[src/rtl/core/acsi_pkg.sv]
// ----------------------------------------------------------------------------
// acsi_pkg
// Shared types, constants and lookup functions for the ANSI CSI terminal
// parser.
// ----------------------------------------------------------------------------
package acsi_pkg;

  // Screen geometry and parameter defaults
  localparam int SCREEN_COLS_DEF = 80;
  localparam int SCREEN_ROWS_DEF = 24;
  localparam int MAX_PARAMS_DEF  = 4;

  // Field widths
  localparam int BYTE_W  = 8;
  localparam int CMD_W   = 2;
  localparam int COL_W   = 7;
  localparam int ROW_W   = 5;
  localparam int CODE_W  = 7;
  localparam int COLOR_W = 4;

  // Result queue
  localparam int Q_DEPTH = 4;
  localparam int Q_PTR_W = 2;
  localparam int Q_CNT_W = 3;

  // Stream bytes
  localparam logic [BYTE_W-1:0] BYTE_ESC   = 8'h1B;
  localparam logic [BYTE_W-1:0] BYTE_CR    = 8'h0D;
  localparam logic [BYTE_W-1:0] BYTE_LF    = 8'h0A;
  localparam logic [BYTE_W-1:0] BYTE_SPACE = 8'h20;
  localparam logic [BYTE_W-1:0] BYTE_TILDE = 8'h7E;
  localparam logic [BYTE_W-1:0] BYTE_LBRK  = 8'h5B;
  localparam logic [BYTE_W-1:0] BYTE_SEMI  = 8'h3B;
  localparam logic [BYTE_W-1:0] BYTE_ZERO  = 8'h30;
  localparam logic [BYTE_W-1:0] BYTE_NINE  = 8'h39;

  // CSI final bytes
  localparam logic [BYTE_W-1:0] FIN_UP    = 8'h41;  // A
  localparam logic [BYTE_W-1:0] FIN_DOWN  = 8'h42;  // B
  localparam logic [BYTE_W-1:0] FIN_RIGHT = 8'h43;  // C
  localparam logic [BYTE_W-1:0] FIN_LEFT  = 8'h44;  // D
  localparam logic [BYTE_W-1:0] FIN_POS   = 8'h48;  // H
  localparam logic [BYTE_W-1:0] FIN_POS_F = 8'h66;  // f
  localparam logic [BYTE_W-1:0] FIN_ERASE = 8'h4A;  // J
  localparam logic [BYTE_W-1:0] FIN_SGR   = 8'h6D;  // m

  // SGR values
  localparam logic [BYTE_W-1:0] SGR_RESET   = 8'd0;
  localparam logic [BYTE_W-1:0] SGR_FG_LO   = 8'd30;
  localparam logic [BYTE_W-1:0] SGR_FG_HI   = 8'd37;
  localparam logic [BYTE_W-1:0] SGR_BFG_LO  = 8'd90;
  localparam logic [BYTE_W-1:0] SGR_BFG_HI  = 8'd97;
  localparam logic [BYTE_W-1:0] ERASE_ALL   = 8'd2;
  localparam logic [COLOR_W-1:0] COLOR_WHITE = 4'd1;

  typedef enum logic [1:0] {
    PH_TEXT  = 2'd0,
    PH_ESC   = 2'd1,
    PH_OPEN  = 2'd2,
    PH_PARAM = 2'd3
  } phase_t;

  typedef enum logic [CMD_W-1:0] {
    CMD_RENDER = 2'd0,
    CMD_SCROLL = 2'd1,
    CMD_CLEAR  = 2'd2
  } cmd_t;

  typedef struct packed {
    cmd_t               command;
    logic [COL_W-1:0]   glyph_col;
    logic [ROW_W-1:0]   glyph_row;
    logic [CODE_W-1:0]  glyph_code;
    logic [COLOR_W-1:0] glyph_color;
    logic               last_of_run;
  } result_t;

  // SGR color index (0..7 normal, 8..15 bright) to palette index
  function automatic logic [COLOR_W-1:0] color_map(input logic [3:0] idx);
    logic [COLOR_W-1:0] c;
    unique case (idx)
      4'd0:    c = 4'd0;
      4'd1:    c = 4'd2;
      4'd2:    c = 4'd5;
      4'd3:    c = 4'd7;
      4'd4:    c = 4'd6;
      4'd5:    c = 4'd4;
      4'd6:    c = 4'd3;
      4'd7:    c = 4'd1;
      4'd8:    c = 4'd11;
      4'd9:    c = 4'd10;
      4'd10:   c = 4'd13;
      4'd11:   c = 4'd7;
      4'd12:   c = 4'd14;
      4'd13:   c = 4'd4;
      4'd14:   c = 4'd3;
      default: c = 4'd1;
    endcase
    return c;
  endfunction

  // CP437 box drawing and shading folded onto plain ASCII
  function automatic logic [CODE_W-1:0] remap_glyph(input logic [BYTE_W-1:0] b);
    logic [CODE_W-1:0] g;
    if (b >= BYTE_SPACE && b <= BYTE_TILDE)  g = b[CODE_W-1:0];
    else if (b == 8'hB3 || b == 8'hBA)       g = 7'h7C;  // '|'
    else if (b == 8'hC4 || b == 8'hCD)       g = 7'h2D;  // '-'
    else if (b >= 8'hB0 && b <= 8'hB2)       g = 7'h23;  // '#'
    else if (b >= 8'hB4 && b <= 8'hDF)       g = 7'h2B;  // '+'
    else                                     g = 7'h20;  // ' '
    return g;
  endfunction

endpackage

[src/rtl/core/ansi_csi_terminal_parser_top.sv]
// ----------------------------------------------------------------------------
// ansi_csi_terminal_parser_top
// Byte-stream terminal parser: text rendering, cursor control and SGR color.
// ----------------------------------------------------------------------------
//
//  channel | ports                                   | dir | per word
//  --------+-----------------------------------------+-----+---------------------
//  in      | in_valid, in_ready, in_byte             | in  | one stream byte
//  out     | out_valid, out_ready, out_command,      | out | one command; 0..2
//          | out_glyph_col/row/code/color,           |     | per byte, last one
//          | out_last_of_run                         |     | flagged
//
//  A byte is parsed in the cycle it is taken; its results enter a four-entry
//  result queue and leave one per cycle while out_ready is high. One byte per
//  cycle sustained while the out side keeps up; a byte with two results
//  (wrap + scroll) yields two words. in_ready is high while the queue has
//  room for two words. Reset (rst_n, synchronous) clears parse state, cursor,
//  color and queue. A stalled out side fills the queue and drops in_ready.
// ----------------------------------------------------------------------------
module ansi_csi_terminal_parser_top #(
  parameter int SCREEN_COLS = acsi_pkg::SCREEN_COLS_DEF,
  parameter int SCREEN_ROWS = acsi_pkg::SCREEN_ROWS_DEF,
  parameter int MAX_PARAMS  = acsi_pkg::MAX_PARAMS_DEF
) (
  input  logic                          clk,
  input  logic                          rst_n,

  input  logic                          in_valid,
  output logic                          in_ready,
  input  logic [acsi_pkg::BYTE_W-1:0]   in_byte,

  output logic                          out_valid,
  input  logic                          out_ready,
  output logic [acsi_pkg::CMD_W-1:0]    out_command,
  output logic [acsi_pkg::COL_W-1:0]    out_glyph_col,
  output logic [acsi_pkg::ROW_W-1:0]    out_glyph_row,
  output logic [acsi_pkg::CODE_W-1:0]   out_glyph_code,
  output logic [acsi_pkg::COLOR_W-1:0]  out_glyph_color,
  output logic                          out_last_of_run
);

  // Parameter count must hold MAX_PARAMS itself
  localparam int PCNT_W = $clog2(MAX_PARAMS + 1);
  localparam int BW     = acsi_pkg::BYTE_W;
  localparam int XW     = BW + 1;  // cursor arithmetic with headroom

  localparam logic [acsi_pkg::COL_W-1:0] LAST_COL = acsi_pkg::COL_W'(SCREEN_COLS - 1);
  localparam logic [acsi_pkg::ROW_W-1:0] LAST_ROW = acsi_pkg::ROW_W'(SCREEN_ROWS - 1);
  localparam logic [PCNT_W-1:0]          PCNT_MAX = PCNT_W'(MAX_PARAMS);

  // --------------------------------------------------------------------------
  // State
  // --------------------------------------------------------------------------
  acsi_pkg::phase_t                phase_r, phase_nxt;
  logic [acsi_pkg::COL_W-1:0]      col_r, col_nxt;
  logic [acsi_pkg::ROW_W-1:0]      row_r, row_nxt;
  logic [acsi_pkg::COLOR_W-1:0]    fg_r, fg_nxt;
  logic [BW-1:0]                   params_r   [MAX_PARAMS];
  logic [BW-1:0]                   params_nxt [MAX_PARAMS];
  logic [PCNT_W-1:0]               pcnt_r, pcnt_nxt;
  logic [BW-1:0]                   acc_r, acc_nxt;

  // Result queue
  acsi_pkg::result_t               q_r [acsi_pkg::Q_DEPTH];
  logic [acsi_pkg::Q_PTR_W-1:0]    wr_ptr_r, wr_ptr_nxt;
  logic [acsi_pkg::Q_PTR_W-1:0]    rd_ptr_r, rd_ptr_nxt;
  logic [acsi_pkg::Q_CNT_W-1:0]    q_cnt_r, q_cnt_nxt;

  // --------------------------------------------------------------------------
  // Byte classification
  // --------------------------------------------------------------------------
  logic          in_fire, out_fire;
  logic          is_digit, is_semi, is_final;
  logic [BW-1:0] digit_val;

  assign in_fire   = in_valid && in_ready;
  assign out_fire  = out_valid && out_ready;
  assign is_digit  = (in_byte >= acsi_pkg::BYTE_ZERO) && (in_byte <= acsi_pkg::BYTE_NINE);
  assign is_semi   = (in_byte == acsi_pkg::BYTE_SEMI);
  assign is_final  = !is_digit && !is_semi;
  assign digit_val = in_byte - acsi_pkg::BYTE_ZERO;

  // --------------------------------------------------------------------------
  // Effective parameter list: what the list looks like once the pending
  // accumulator is stored by a separator or final byte. Right after ESC [ it
  // is empty. One spare zero entry keeps the column lookup of H in range.
  // --------------------------------------------------------------------------
  logic [BW-1:0]     p_eff [MAX_PARAMS + 1];
  logic [PCNT_W-1:0] cnt_eff;

  always_comb begin
    for (int i = 0; i <= MAX_PARAMS; i++) begin
      p_eff[i] = '0;
    end
    cnt_eff = '0;
    if (phase_r == acsi_pkg::PH_PARAM) begin
      cnt_eff = (pcnt_r < PCNT_MAX) ? pcnt_r + PCNT_W'(1) : pcnt_r;
      for (int i = 0; i < MAX_PARAMS; i++) begin
        p_eff[i] = (pcnt_r == PCNT_W'(i)) ? acc_r : params_r[i];
      end
    end
  end

  // --------------------------------------------------------------------------
  // Next parse phase
  // --------------------------------------------------------------------------
  always_comb begin
    phase_nxt = phase_r;
    if (in_fire) begin
      unique case (phase_r)
        acsi_pkg::PH_TEXT: begin
          if (in_byte == acsi_pkg::BYTE_ESC) phase_nxt = acsi_pkg::PH_ESC;
        end
        acsi_pkg::PH_ESC: begin
          phase_nxt = (in_byte == acsi_pkg::BYTE_LBRK) ? acsi_pkg::PH_OPEN
                                                       : acsi_pkg::PH_TEXT;
        end
        acsi_pkg::PH_OPEN,
        acsi_pkg::PH_PARAM: begin
          phase_nxt = is_final ? acsi_pkg::PH_TEXT : acsi_pkg::PH_PARAM;
        end
        default: phase_nxt = acsi_pkg::PH_TEXT;
      endcase
    end
  end

  // --------------------------------------------------------------------------
  // Datapath: cursor, color, parameters and the results of this byte
  // --------------------------------------------------------------------------
  acsi_pkg::result_t res0, res1;
  logic [1:0]        nres;

  always_comb begin
    logic [BW-1:0]  first_n;
    logic [XW-1:0]  row_x, col_x, n_x, sum_row, sum_col;
    logic [BW-1:0]  pos_r, pos_c;
    logic [BW-1:0]  v;
    logic [BW-1:0]  fg_off, bfg_off;

    first_n = (cnt_eff != '0 && p_eff[0] != '0) ? p_eff[0] : BW'(1);
    row_x   = XW'(row_r);
    col_x   = XW'(col_r);
    n_x     = XW'(first_n);
    sum_row = row_x + n_x;
    sum_col = col_x + n_x;
    pos_r   = (cnt_eff != '0 && p_eff[0] != '0) ? p_eff[0] - BW'(1) : '0;
    pos_c   = (cnt_eff > PCNT_W'(1) && p_eff[1] != '0) ? p_eff[1] - BW'(1) : '0;
    v       = '0;
    fg_off  = '0;
    bfg_off = '0;

    col_nxt  = col_r;
    row_nxt  = row_r;
    fg_nxt   = fg_r;
    pcnt_nxt = pcnt_r;
    acc_nxt  = acc_r;
    for (int i = 0; i < MAX_PARAMS; i++) begin
      params_nxt[i] = params_r[i];
    end
    res0 = '0;
    res1 = '0;
    nres = 2'd0;

    if (in_fire) begin
      unique case (phase_r)
        acsi_pkg::PH_TEXT: begin
          if (in_byte == acsi_pkg::BYTE_CR) begin
            col_nxt = '0;
          end else if (in_byte == acsi_pkg::BYTE_LF) begin
            if (row_r < LAST_ROW) begin
              row_nxt = row_r + acsi_pkg::ROW_W'(1);
            end else begin
              res0.command = acsi_pkg::CMD_SCROLL;
              nres         = 2'd1;
            end
          end else if (in_byte >= acsi_pkg::BYTE_SPACE) begin
            res0.command     = acsi_pkg::CMD_RENDER;
            res0.glyph_col   = col_r;
            res0.glyph_row   = row_r;
            res0.glyph_code  = acsi_pkg::remap_glyph(in_byte);
            res0.glyph_color = fg_r;
            nres             = 2'd1;
            if (col_r >= LAST_COL) begin
              // wrap to next line, scroll on the bottom row
              col_nxt = '0;
              if (row_r < LAST_ROW) begin
                row_nxt = row_r + acsi_pkg::ROW_W'(1);
              end else begin
                res1.command = acsi_pkg::CMD_SCROLL;
                nres         = 2'd2;
              end
            end else begin
              col_nxt = col_r + acsi_pkg::COL_W'(1);
            end
          end
        end

        acsi_pkg::PH_ESC: begin
        end

        acsi_pkg::PH_OPEN,
        acsi_pkg::PH_PARAM: begin
          if (phase_r == acsi_pkg::PH_OPEN) begin
            for (int i = 0; i < MAX_PARAMS; i++) begin
              params_nxt[i] = '0;
            end
            pcnt_nxt = is_semi ? PCNT_W'(1) : '0;
            acc_nxt  = is_digit ? digit_val : '0;
          end else if (is_digit) begin
            acc_nxt = BW'((acc_r << 3) + (acc_r << 1) + digit_val);
          end else begin
            // store pending parameter
            for (int i = 0; i < MAX_PARAMS; i++) begin
              params_nxt[i] = p_eff[i];
            end
            pcnt_nxt = cnt_eff;
            acc_nxt  = '0;
          end

          if (is_final) begin
            priority case (in_byte)
              acsi_pkg::FIN_UP: begin
                row_nxt = (row_x >= n_x) ? acsi_pkg::ROW_W'(row_x - n_x) : '0;
              end
              acsi_pkg::FIN_DOWN: begin
                row_nxt = (sum_row < XW'(SCREEN_ROWS)) ? acsi_pkg::ROW_W'(sum_row)
                                                       : LAST_ROW;
              end
              acsi_pkg::FIN_RIGHT: begin
                col_nxt = (sum_col < XW'(SCREEN_COLS)) ? acsi_pkg::COL_W'(sum_col)
                                                       : LAST_COL;
              end
              acsi_pkg::FIN_LEFT: begin
                col_nxt = (col_x >= n_x) ? acsi_pkg::COL_W'(col_x - n_x) : '0;
              end
              acsi_pkg::FIN_POS,
              acsi_pkg::FIN_POS_F: begin
                row_nxt = (XW'(pos_r) >= XW'(SCREEN_ROWS)) ? LAST_ROW
                                                           : acsi_pkg::ROW_W'(pos_r);
                col_nxt = (XW'(pos_c) >= XW'(SCREEN_COLS)) ? LAST_COL
                                                           : acsi_pkg::COL_W'(pos_c);
              end
              acsi_pkg::FIN_ERASE: begin
                if (cnt_eff == '0 || p_eff[0] == acsi_pkg::ERASE_ALL) begin
                  res0.command = acsi_pkg::CMD_CLEAR;
                  nres         = 2'd1;
                end
              end
              acsi_pkg::FIN_SGR: begin
                if (cnt_eff == '0) begin
                  fg_nxt = acsi_pkg::COLOR_WHITE;
                end else begin
                  // applied in order, last match wins
                  for (int i = 0; i < MAX_PARAMS; i++) begin
                    v       = p_eff[i];
                    fg_off  = v - acsi_pkg::SGR_FG_LO;
                    bfg_off = v - acsi_pkg::SGR_BFG_LO;
                    if (PCNT_W'(i) < cnt_eff) begin
                      if (v == acsi_pkg::SGR_RESET) begin
                        fg_nxt = acsi_pkg::COLOR_WHITE;
                      end else if (v >= acsi_pkg::SGR_FG_LO && v <= acsi_pkg::SGR_FG_HI) begin
                        fg_nxt = acsi_pkg::color_map({1'b0, fg_off[2:0]});
                      end else if (v >= acsi_pkg::SGR_BFG_LO &&
                                   v <= acsi_pkg::SGR_BFG_HI) begin
                        fg_nxt = acsi_pkg::color_map({1'b1, bfg_off[2:0]});
                      end
                    end
                  end
                end
              end
              default: begin
              end
            endcase
          end
        end

        default: begin
        end
      endcase
    end

    if (nres == 2'd1) res0.last_of_run = 1'b1;
    if (nres == 2'd2) res1.last_of_run = 1'b1;
  end

  // --------------------------------------------------------------------------
  // Result queue control
  // --------------------------------------------------------------------------
  assign in_ready = (q_cnt_r <= acsi_pkg::Q_CNT_W'(acsi_pkg::Q_DEPTH - 2));
  assign out_valid = (q_cnt_r != '0);

  always_comb begin
    wr_ptr_nxt = wr_ptr_r + acsi_pkg::Q_PTR_W'(nres);
    rd_ptr_nxt = rd_ptr_r + acsi_pkg::Q_PTR_W'(out_fire);
    q_cnt_nxt  = q_cnt_r + acsi_pkg::Q_CNT_W'(nres) - acsi_pkg::Q_CNT_W'(out_fire);
  end

  always_ff @(posedge clk) begin
    if (!rst_n) begin
      phase_r  <= acsi_pkg::PH_TEXT;
      col_r    <= '0;
      row_r    <= '0;
      fg_r     <= acsi_pkg::COLOR_WHITE;
      pcnt_r   <= '0;
      acc_r    <= '0;
      wr_ptr_r <= '0;
      rd_ptr_r <= '0;
      q_cnt_r  <= '0;
      for (int i = 0; i < MAX_PARAMS; i++) begin
        params_r[i] <= '0;
      end
    end else begin
      phase_r  <= phase_nxt;
      col_r    <= col_nxt;
      row_r    <= row_nxt;
      fg_r     <= fg_nxt;
      pcnt_r   <= pcnt_nxt;
      acc_r    <= acc_nxt;
      wr_ptr_r <= wr_ptr_nxt;
      rd_ptr_r <= rd_ptr_nxt;
      q_cnt_r  <= q_cnt_nxt;
      for (int i = 0; i < MAX_PARAMS; i++) begin
        params_r[i] <= params_nxt[i];
      end
    end
  end

  // queue payload, no reset
  always_ff @(posedge clk) begin
    if (nres != 2'd0) q_r[wr_ptr_r] <= res0;
    if (nres == 2'd2) q_r[wr_ptr_r + acsi_pkg::Q_PTR_W'(1)] <= res1;
  end

  // --------------------------------------------------------------------------
  // Output fields
  // --------------------------------------------------------------------------
  acsi_pkg::result_t head;
  assign head            = q_r[rd_ptr_r];
  assign out_command     = head.command;
  assign out_glyph_col   = head.glyph_col;
  assign out_glyph_row   = head.glyph_row;
  assign out_glyph_code  = head.glyph_code;
  assign out_glyph_color = head.glyph_color;
  assign out_last_of_run = head.last_of_run;

endmodule

[config.mk]
export PLATFORM = sky130hd
export DESIGN_NAME = ansi_csi_terminal_parser_top
export DESIGN_NICKNAME = d
export VERILOG_FILES = /design/src/rtl/core/acsi_pkg.sv /design/src/rtl/core/ansi_csi_terminal_parser_top.sv
export SDC_FILE = /design/constraint.sdc
export NUM_CORES = 1
export LEC_CHECK = 0
export BUFFER_PORTS_ARGS = -buffer_cell sky130_fd_sc_hd__clkbuf_2
export CAP_MARGIN = 10
export CELL_PAD_IN_SITES_DETAIL_PLACEMENT = 0
export CELL_PAD_IN_SITES_GLOBAL_PLACEMENT = 2
export CORE_MARGIN = 4
export CORE_UTILIZATION = 30
export CTS_BUF_LIST = sky130_fd_sc_hd__clkbuf_16
export DETAILED_ROUTE_END_ITERATION = 8
export PLACE_DENSITY = 0.66
export SYNTH_ARGS = -nofsm -noshare
export SYNTH_HDL_FRONTEND = slang
export SYNTH_SLANG_ARGS = --single-unit
[constraint.sdc]
create_clock -name clk -period 6.6 [get_ports clk]
set_input_delay 0.66 -clock clk [delete_from_list [all_inputs] [get_ports clk]]
set_output_delay 0.66 -clock clk [all_outputs]
set_load 0.02 [all_outputs]
==> impl_metrics.json, run 1 <==
{
  "status": "completed",
  "cp.depth": 21,
  "drive_above_1_share": 0.107,
  "start_util": 0.305,
  "vias_per_cell": 5.55,
  "cts_root_buffer": "clkbuf_16",
  "grt_antenna_before_repair": 1,
  "vias": 11910,
  "routedWlPerCell_um": 21.2,
  "synth_area_mm2": 0.0129,
  "reg2reg_to": "col_r[2]",
  "dieArea_mm2": 0.0464,
  "dr.pass1.iters": 5,
  "fin_tns_setup_ns": 0,
  "insertion_delay_ns": 0.48,
  "dp_hpwl_um": 32000,
  "yosys.cell_types.count": 100,
  "path_cells": "inv_1 -> ha_1 -> nand2b_4 -> mux2_2 -> and2_1 -> buf_4 -> inv_1 -> ha_1 -> inv_1 -> o41ai_1 -> nor2_1 -> nand2_1 -> inv_1 -> ha_1 -> o211ai_1 -> nand2_1 -> a221o_1 -> a31oi_1 -> a21oi_1 -> a2111oi_0 -> a21oi_1",
  "synthArstFlopShare": 0,
  "critPathMaxFanout": 21,
  "drcViolationCount": 0,
  "worst-path-buf-inv": 5,
  "port-buffer-count": 39,
  "final.setup.worst_slack_ns": 0.574,
  "slew_violations": 0,
  "cts_max_level": 4,
  "r2r_cells": 21,
  "irDropWorstVdd_mv": 0.165,
  "n_fill_cell": 4531,
  "cts_tree": "built",
  "io_pins": 40,
  "syn_inst": 1619,
  "wl_um": 45600,
  "final-setup-viol-count": 0,
  "place_ws_ns": 0.647,
  "ant_nets": 0,
  "synth_edf_count": 8,
  "core_mm2": 0.0422,
  "yosys.area.top_type": "dfxtp_1",
  "endpoint": "col_r[2]",
  "area_growth_pct": 9.05,
  "power_density_mw_per_mm2": 223,
  "fin_nets": 1682,
  "synthTopCellsByCount": "nand2_1, a21oi_1, dfxtp_1, nor2_1, nand3_1",
  "synth_area_per_cell_um2": 7.97,
  "holdPathStages": 2,
  "grt_first_pass_wirelength_um": 70900,
  "yosysSeqAreaShare": 0.273,
  "timing.critical_path.slowest_cell_delay_ns": 0.64,
  "post-route-min-period_ns": 6.03,
  "end_kind": "register",
  "startpoint": "pcnt_r[0]",
  "crit_path_frequent_cell": "inv_1",
  "cap_violations": 0,
  "synth.net_count": 1706,
  "globalplace.congestion": 0.893,
  "cts_sinks": 172,
  "synthTopCellsByArea": "dfxtp_1, a21oi_1, ha_1",
  "cts.clk_slew.worst_paths_ns": 0.08,
  "ys.flop_type": "dfxtp_1",
  "tightest_slew_ns": 1.06,
  "yosys.cell_count.top_type": "nand2_1",
  "fp-row-count": 75,
  "cts_max_path_buffers": 2,
  "period_share": 0.913,
  "multi_input_area_mm2": 0.00859,
  "placed_cell_area_mm2": 0.0135,
  "max_slew_margin": 0.293,
  "required_ns": 6.96,
  "final_cell_area_mm2": 0.0141,
  "min_path_type": "register to register",
  "cp-start-kind": "register",
  "skew_ns": 0.0145,
  "cp_slowest_cell": "o41ai_1",
  "regArea_mm2": 0.00352,
  "p_leak_uw": 0.00544,
  "synth_seq_cells": 172,
  "hold_buffers": 0,
  "rsz0062_at_grt": "false",
  "ctsResizeCount": 0,
  "reg2reg_slack_ns": 0.57,
  "post-cts-setup-buffer-count": 0,
  "grt_start_max_net_pins": 54,
  "grt_pass1_vias": 11519,
  "drtIter0Drc": 857,
  "r2r-start": "pcnt_r[0]",
  "whs_ns": 0.452,
  "overflow": 0,
  "grt_usage": 0.195,
  "cp.arrival_ns": 6.39,
  "die_h_um": 215,
  "fp.dieW_um": 215,
  "fmax_mhz": 166,
  "cts_made_buffers": 17,
  "worst_path_dominant_cell_family": "compound AO/OA/AOI/OAI gates",
  "yosysWarnings": 0,
  "finalHoldViolCount": 0,
  "synth_top_area_share": 0.255,
  "crit_type": "register to register"
}
## flip-flops by register name, summed over array words and instances, names as in the netlist
signal,flops
q_r,104
params_r,32
acc_r,8
col_r,7
row_r,5
fg_r,4
pcnt_r,3
q_cnt_r,3
phase_r,2
rd_ptr_r,2
wr_ptr_r,2
## layout by cell type, fill, tap and decap left out, types with 7 or more instances in the layout
| cell type | instances |
|---|---|
| nand4_1 | 20 |
| mux2i_1 | 59 |
| nand3b_1 | 10 |
| inv_1 | 71 |
| o31ai_1 | 7 |
| a21o_1 | 14 |
| nor2_1 | 147 |
| o21ai_0 | 51 |
| a32oi_1 | 18 |
| and2_1 | 14 |
| nand2b_1 | 28 |
| edfxtp_1 | 8 |
| a211oi_1 | 12 |
| buf_4 | 33 |
| dfxtp_1 | 163 |
| ha_1 | 65 |
| and3_1 | 11 |
| nand3_1 | 80 |
| fa_1 | 10 |
| or3_1 | 14 |
| o22ai_1 | 9 |
| mux4_2 | 26 |
| clkbuf_2 | 39 |
| nor3b_1 | 13 |
| nor3_1 | 26 |
| xnor2_1 | 30 |
| a221oi_1 | 9 |
| o211ai_1 | 15 |
| nand2_1 | 206 |
| a31oi_1 | 11 |
| o21bai_1 | 8 |
| o21a_1 | 9 |
| o2111ai_1 | 7 |
| mux2_2 | 8 |
| clkbuf_16 | 17 |
| nor4_1 | 9 |
| nor2b_1 | 15 |
| a21oi_1 | 176 |
## per-layer routing
layer  track usage  part of all wire  vias to the layer above
li1              -                 -                     5811
met1         0.285              0.50                     5812
met2         0.300              0.45                      251
met3        0.0319             0.038                       36
met4        0.0460             0.012                        0
met5             0                 0                        -
## per-stage QoR
step	utilization	total power, uW	instances
global placement	0.320	2140	2115
detailed placement	0.320	2130	2115
floorplan	-	1880	1619
CTS	0.333	3190	2145
finish	0.333	3140	2146
global route	0.333	3300	2146
## worst min-delay path by stage
stage | start | end | slack (ns)
5_1_grt | params_r[1][6] | params_r[1][6] | 0.48
2_1_floorplan | q_r[3][14] | q_r[3][14] | 0.43
3_3_place_gp | q_r[1][19] | q_r[1][19] | 0.44
3_5_place_dp | q_r[3][2] | q_r[3][2] | 0.44
4_1_cts | q_r[2][20] | q_r[2][20] | 0.45
6_report | q_r[1][6] | q_r[1][6] | 0.45
## logic make-up after synthesis
| family | share of synthesized area |
|---|---|
| DFF | 0.273 |
| AOI/OAI and AO/OA | 0.222 |
| and+or+nand+nor | 0.239 |
| buffers and inverters | 0.0619 |
| adders and majority gates | 0.0786 |
| xor gates and xnor gates | 0.0244 |
| muxes | 0.101 |
## where the power goes
part | total [uW] | switching, uW | internal, uW
combinational | 857 | 533 | 323
clock | 1040 | 515 | 527
sequential | 1240 | 80.5 | 1160
total | 3140 | 1130 | 2010
## worst reg2reg max path, delay by kind of cell, from the launching register on
family	cells	cell delay (ns)
AOI/OAI and AO/OA	7	2.26
adders and majority gates	3	0.87
buffers and inverters	5	0.73
DFF	1	0.45
muxes	1	0.39
and+or+nand+nor	5	1.21
## final cells by class
| type | count | share of cell area |
|---|---|---|
| Multi-Input combinational cell | 1261 | 0.611 |
| Sequential cell | 172 | 0.251 |
| Tap cell | 539 | 0.0479 |
| Timing Repair Buffer | 72 | 0.0315 |
| Clock buffer | 17 | 0.0302 |
| Inverter | 71 | 0.0189 |
| Clock inverter | 13 | 0.00952 |
| Antenna cell | 1 | 0.000178 |
(Power assumes the default switching activity.)
==> run 2: changes to the inputs <==
==> constraint.sdc (replaced) <==
create_clock -name clk -period 6.6 [get_ports clk]
set_input_delay 1.32 -clock clk [delete_from_list [all_inputs] [get_ports clk]]
set_output_delay 1.32 -clock clk [all_outputs]
set_load 0.02 [all_outputs]
==> run 2 against run 1 <==
  * Final cell count is essentially flat
  * Register-to-register slack gained 0.13 ns
  * Count of clock-buffer cells in the layout did not move
  * Critical path type unchanged
==> impl_metrics.json, run 2 (synthesized netlist as in run 1, its figures left out) <==
{
  "cp_slowest_cell": "o41ai_2",
  "fmax_mhz": 170,
  "r2r-start": "pcnt_r[0]",
  "grt_start_max_net_pins": 77,
  "skew_ns": 0.0145,
  "max_slew_margin": 0.290,
  "fp.dieW_um": 215,
  "die_h_um": 215,
  "crit_type": "register to register",
  "path_cells": "inv_1 -> ha_1 -> nand2b_4 -> mux2_2 -> and2_1 -> buf_4 -> inv_1 -> ha_1 -> inv_1 -> o41ai_2 -> nor2_1 -> nand2_1 -> inv_1 -> ha_1 -> o211ai_1 -> nand2_1 -> a221o_1 -> a31oi_1 -> a21oi_1 -> a2111oi_0 -> a21oi_1",
  "p_leak_uw": 0.00545,
  "fp-row-count": 75,
  "post-route-min-period_ns": 5.90,
  "required_ns": 6.95,
  "insertion_delay_ns": 0.49,
  "critPathMaxFanout": 21,
  "vias_per_cell": 5.61,
  "cts_sinks": 172,
  "grt_pass1_vias": 11547,
  "wl_um": 46000,
  "fin_nets": 1682,
  "vias": 12045,
  "cap_violations": 0,
  "switching_share": 0.356,
  "placedCellCount": 2115,
  "drive_above_1_share": 0.106,
  "final-setup-viol-count": 0,
  "hold_start": "q_r[3][4]",
  "ant_nets": 0,
  "grt_first_pass_wirelength_um": 71400,
  "period_share": 0.894,
  "final_cell_count_no_fill": 2148,
  "reg2reg_slack_ns": 0.70,
  "finalHoldViolCount": 0,
  "switchingPower_uw": 1110,
  "cts_max_level": 4,
  "dr.pass1.iters": 5,
  "drcViolationCount": 0,
  "io_pins": 40,
  "comb_power_share": 0.277,
  "largestRegisters": "q_r x104, params_r x32, acc_r x8",
  "cp-start-kind": "register",
  "routedWlPerCell_um": 21.4,
  "end_kind": "register",
  "cts.clk_slew.worst_paths_ns": 0.07,
  "timing.critical_path.slowest_cell_delay_ns": 0.54,
  "cp.arrival_ns": 6.25,
  "cts_made_buffers": 17,
  "grt_antenna_before_repair": 1,
  "startpoint": "pcnt_r[0]",
  "power_density_mw_per_mm2": 222,
  "dieArea_mm2": 0.0464,
  "overflow": 0,
  "final_cell_mix": "nand2_1, a21oi_1, dfxtp_1",
  "cts_max_path_buffers": 2,
  "cts_tree": "built",
  "holdPathStages": 2,
  "port-buffer-count": 39,
  "rsz0062_at_grt": "false",
  "start_util": 0.305,
  "hold_buffers": 0,
  "regMostFlops": "q_r",
  "core_mm2": 0.0422,
  "slew_violations": 0,
  "area_growth_pct": 9.02,
  "largest_reg_flops": 104,
  "irDropWorstVdd_mv": 0.181,
  "fin_tns_setup_ns": 0,
  "r2r_cells": 21,
  "status": "completed",
  "fin_total_pwr_uw": 3120,
  "worstHoldEndpoint": "q_r[3][4]",
  "drtIter0Drc": 894,
  "reg2reg_to": "col_r[2]",
  "cts_root_buffer": "clkbuf_16",
  "intPower_uw": 2010,
  "dp_hpwl_um": 32300,
  "share_seq_of_total_power": 0.399,
  "min_path_type": "register to register",
  "final_common_cell": "nand2_1",
  "grt_usage": 0.197,
  "crit_path_frequent_cell": "inv_1",
  "clock_power_share": 0.323,
  "globalplace.congestion": 0.875,
  "tightest_slew_ns": 1.06
}
run 2: area by class of cell:
cell class	instances	area, um2
antenna	1	2.50
timing repair buffer	72	443
sequential	172	3520
tap	539	674
clock buffer	17	425
clock inverter	15	123
multi-input combinational	1261	8600
inverter	71	267
fill	4509	28200
run 2: layer usage:
layer  vias to the layer above  track usage  wire, um
met5                         -            0         0
met4                         0       0.0629       922
met3                        41       0.0302      1890
met2                       274        0.299     20600
met1                      5931        0.287     22500
li1                       5799            -         -
run 2: power groups by stage:
| stage | registers (uW) | logic [uW] | clock network, uW |
|---|---|---|---|
| final | 1240 | 864 | 1010 |
| after global placement | 1260 | 872 | 0 |
| after CTS | 1240 | 876 | 1050 |
| after detailed placement | 1270 | 873 | 0 |
| after global routing | 1260 | 948 | 1080 |
| after floorplan | 1230 | 647 | 0 |
run 2: metrics by stage:
step	area [um2]	worst slack, ns	utilization	hold slack, ns
after floorplan	12900	1.49	-	0.433
after global placement	13500	0.816	0.320	0.439
after detailed placement	13500	0.663	0.320	0.444
after CTS	14100	0.625	0.333	0.454
after global routing	14100	0.196	0.333	0.470
final	14100	0.702	0.333	0.453
run 2: worst max path at each step:
stage	end	slack (ns)	cells past startpoint
after floorplan	col_r[3]	1.49	24
after global placement	col_r[2]	0.82	21
after detailed placement	col_r[2]	0.66	21
after CTS	col_r[2]	0.62	21
after global routing	col_r[2]	0.20	21
final	col_r[2]	0.70	21
run 2: critical path: cells and delay by family (launching register included):
family          cells  cell delay (ns)
compound gates      7             2.14
simple gates        5             1.16
fa+ha+maj           3             0.87
buf+inv             5             0.76
flops               1             0.45
mux                 1             0.38
run 2: timing repair:
| action | 4_1_cts | 5_1_grt |
|---|---|---|
| buffers inserted | 0 | 0 |
| gates resized for setup | 0 | 1 |
| endpoints found under the setup margin | 0 | 1 |
==> run 3: changes to the inputs <==
BUFFER_PORTS_ARGS = default   (was -buffer_cell sky130_fd_sc_hd__clkbuf_2)
DONT_BUFFER_PORTS = 1   (was default)
PLACE_DENSITY = 0.64   (was 0.66)
==> run 3 against run 2 <==
  * Count of clock-buffer cells in the layout stayed put
  * Utilization is 0.42 points lower
  * Wire length is 0.17% lower
  * Non-clock buffer count is 40 lower
  * Total power is 1.1% lower
  * Clock power hardly changed
  * Worst setup slack better by 0.10 ns
  * Highest routed layer unchanged
  * Sequential share of layout area is 0.32 points higher
==> impl_metrics.json, run 3 (synthesized netlist as in run 1, its figures left out) <==
{
  "fin_tns_setup_ns": 0,
  "die_h_um": 215,
  "n_antenna_cell": 0,
  "drtIter0Drc": 831,
  "required_ns": 6.98,
  "cp_slowest_cell": "o41ai_2",
  "insertion_delay_ns": 0.50,
  "regMostFlops": "q_r",
  "crit_type": "register to register",
  "path_cells": "inv_1 -> ha_1 -> nand2b_4 -> mux2_2 -> and2_1 -> buf_4 -> inv_1 -> ha_1 -> inv_1 -> o41ai_2 -> nor2_1 -> nand2_1 -> inv_1 -> ha_1 -> o211ai_1 -> nand2_1 -> a221o_1 -> a31oi_1 -> a21oi_1 -> a2111oi_0 -> a21oi_1",
  "min_path_type": "register to register",
  "grt_usage": 0.197,
  "grt_pass1_vias": 11461,
  "worst_path_dominant_cell_family": "compound AO/OA/AOI/OAI gates",
  "slew_violations": 0,
  "routedWlPerCell_um": 21.8,
  "whs_ns": 0.454,
  "core_mm2": 0.0422,
  "hold_buffers": 0,
  "cts_tree": "built",
  "post-cts-setup-buffer-count": 0,
  "finalHoldViolCount": 0,
  "worst-path-buf-inv": 5,
  "globalplace.congestion": 0.878,
  "p_leak_uw": 0.00528,
  "dp_hpwl_um": 32200,
  "post-route-min-period_ns": 5.80,
  "largest_reg_flops": 104,
  "comb_power_share": 0.258,
  "largestRegisters": "q_r x104, params_r x32, acc_r x8",
  "drcViolationCount": 0,
  "wl_um": 45900,
  "fin_nets": 1642,
  "cts.clk_slew.worst_paths_ns": 0.09,
  "fin_total_pwr_uw": 3080,
  "vias": 11899,
  "cts_sinks": 172,
  "max_slew_margin": 0.299,
  "grt_start_max_net_pins": 77,
  "grt_first_pass_wirelength_um": 71300,
  "dieArea_mm2": 0.0464,
  "vias_per_cell": 5.65,
  "ctsResizeCount": 0,
  "switching_share": 0.365,
  "fp.dieW_um": 215,
  "drive_above_1_share": 0.0855,
  "io_pins": 40,
  "dr.pass1.iters": 5,
  "cp.arrival_ns": 6.18,
  "rsz0062_at_grt": "false",
  "cts_max_path_buffers": 2,
  "tightest_slew_ns": 1.04,
  "area_growth_pct": 7.64,
  "cts_made_buffers": 17,
  "fp-row-count": 75,
  "cp-start-kind": "register",
  "irDropWorstVdd_mv": 0.154,
  "final-setup-viol-count": 0,
  "start_util": 0.305,
  "end_kind": "register",
  "period_share": 0.878,
  "overflow": 0,
  "fmax_mhz": 173,
  "grt_antenna_before_repair": 1,
  "final_cell_mix": "nand2_1, a21oi_1, dfxtp_1",
  "port-buffer-count": 0,
  "intPower_uw": 1960,
  "critPathMaxFanout": 21,
  "clock_power_share": 0.335,
  "cap_violations": 0,
  "final_common_cell": "nand2_1",
  "crit_path_frequent_cell": "inv_1",
  "share_seq_of_total_power": 0.407,
  "switchingPower_uw": 1120,
  "skew_ns": 0.0249,
  "power_density_mw_per_mm2": 222,
  "ant_nets": 0,
  "status": "completed",
  "cts_max_level": 4,
  "cts_root_buffer": "clkbuf_16",
  "timing.critical_path.slowest_cell_delay_ns": 0.52
}
[run 3: cell types whose count changed in the layout (fill, tap and decap cells not counted), sizes merged]
cell | before | now
clkinv | 7 | 5
buf | 33 | 32
inv | 77 | 80
bufinv | 1 | 0
diode | 1 | 0
clkbuf | 56 | 17
[run 3: path summary, 6_finish.rpt]
check / start / end / slack [ns] / depth (start not counted)
max: pcnt_r[0] / col_r[2] / 0.80 / 21
min: q_r[2][2] / q_r[2][2] / 0.45 / 2
max reg2reg: pcnt_r[0] / col_r[2] / 0.80 / 21
min reg2reg: q_r[2][2] / q_r[2][2] / 0.45 / 2
[run 3: layer usage]
metal,up-vias,part of all wire,global-route usage
met5,-,0,0
met4,0,0.020,0.0580
met3,40,0.044,0.0345
met2,232,0.44,0.298
met1,5876,0.49,0.286
li1,5751,-,-
[run 3: tightest hold or removal path: stages (launching register included)]
cell     delay [ns]
dfxtp_1        0.31
nand2_1        0.05
a21oi_1        0.05
[run 3: stage by stage]
step	setup slack (ns)	instances	instance area, um2	utilization
floorplan	1.49	1619	12900	-
global placement	0.811	2075	13300	0.315
detailed placement	0.601	2075	13300	0.315
CTS	0.575	2107	13900	0.329
global route	0.251	2107	13900	0.329
finish	0.804	2107	13900	0.329
[run 3: final cells by class]
class                           instances  area (um2)
Multi-Input combinational cell       1261        8600
Tap cell                              539         674
Fill cell                            4568       28300
Inverter                               71         267
Timing Repair Buffer                   32         240
Clock buffer                           17         425
Clock inverter                         15         149
Sequential cell                       172        3520
[run 3: power by group through the flow]
stage | logic [uW] | registers (uW) | clock network, uW
floorplan | 647 | 1230 | 0
global placement | 805 | 1270 | 0
detailed placement | 807 | 1280 | 0
CTS | 809 | 1250 | 1070
global route | 874 | 1270 | 1100
finish | 795 | 1250 | 1030
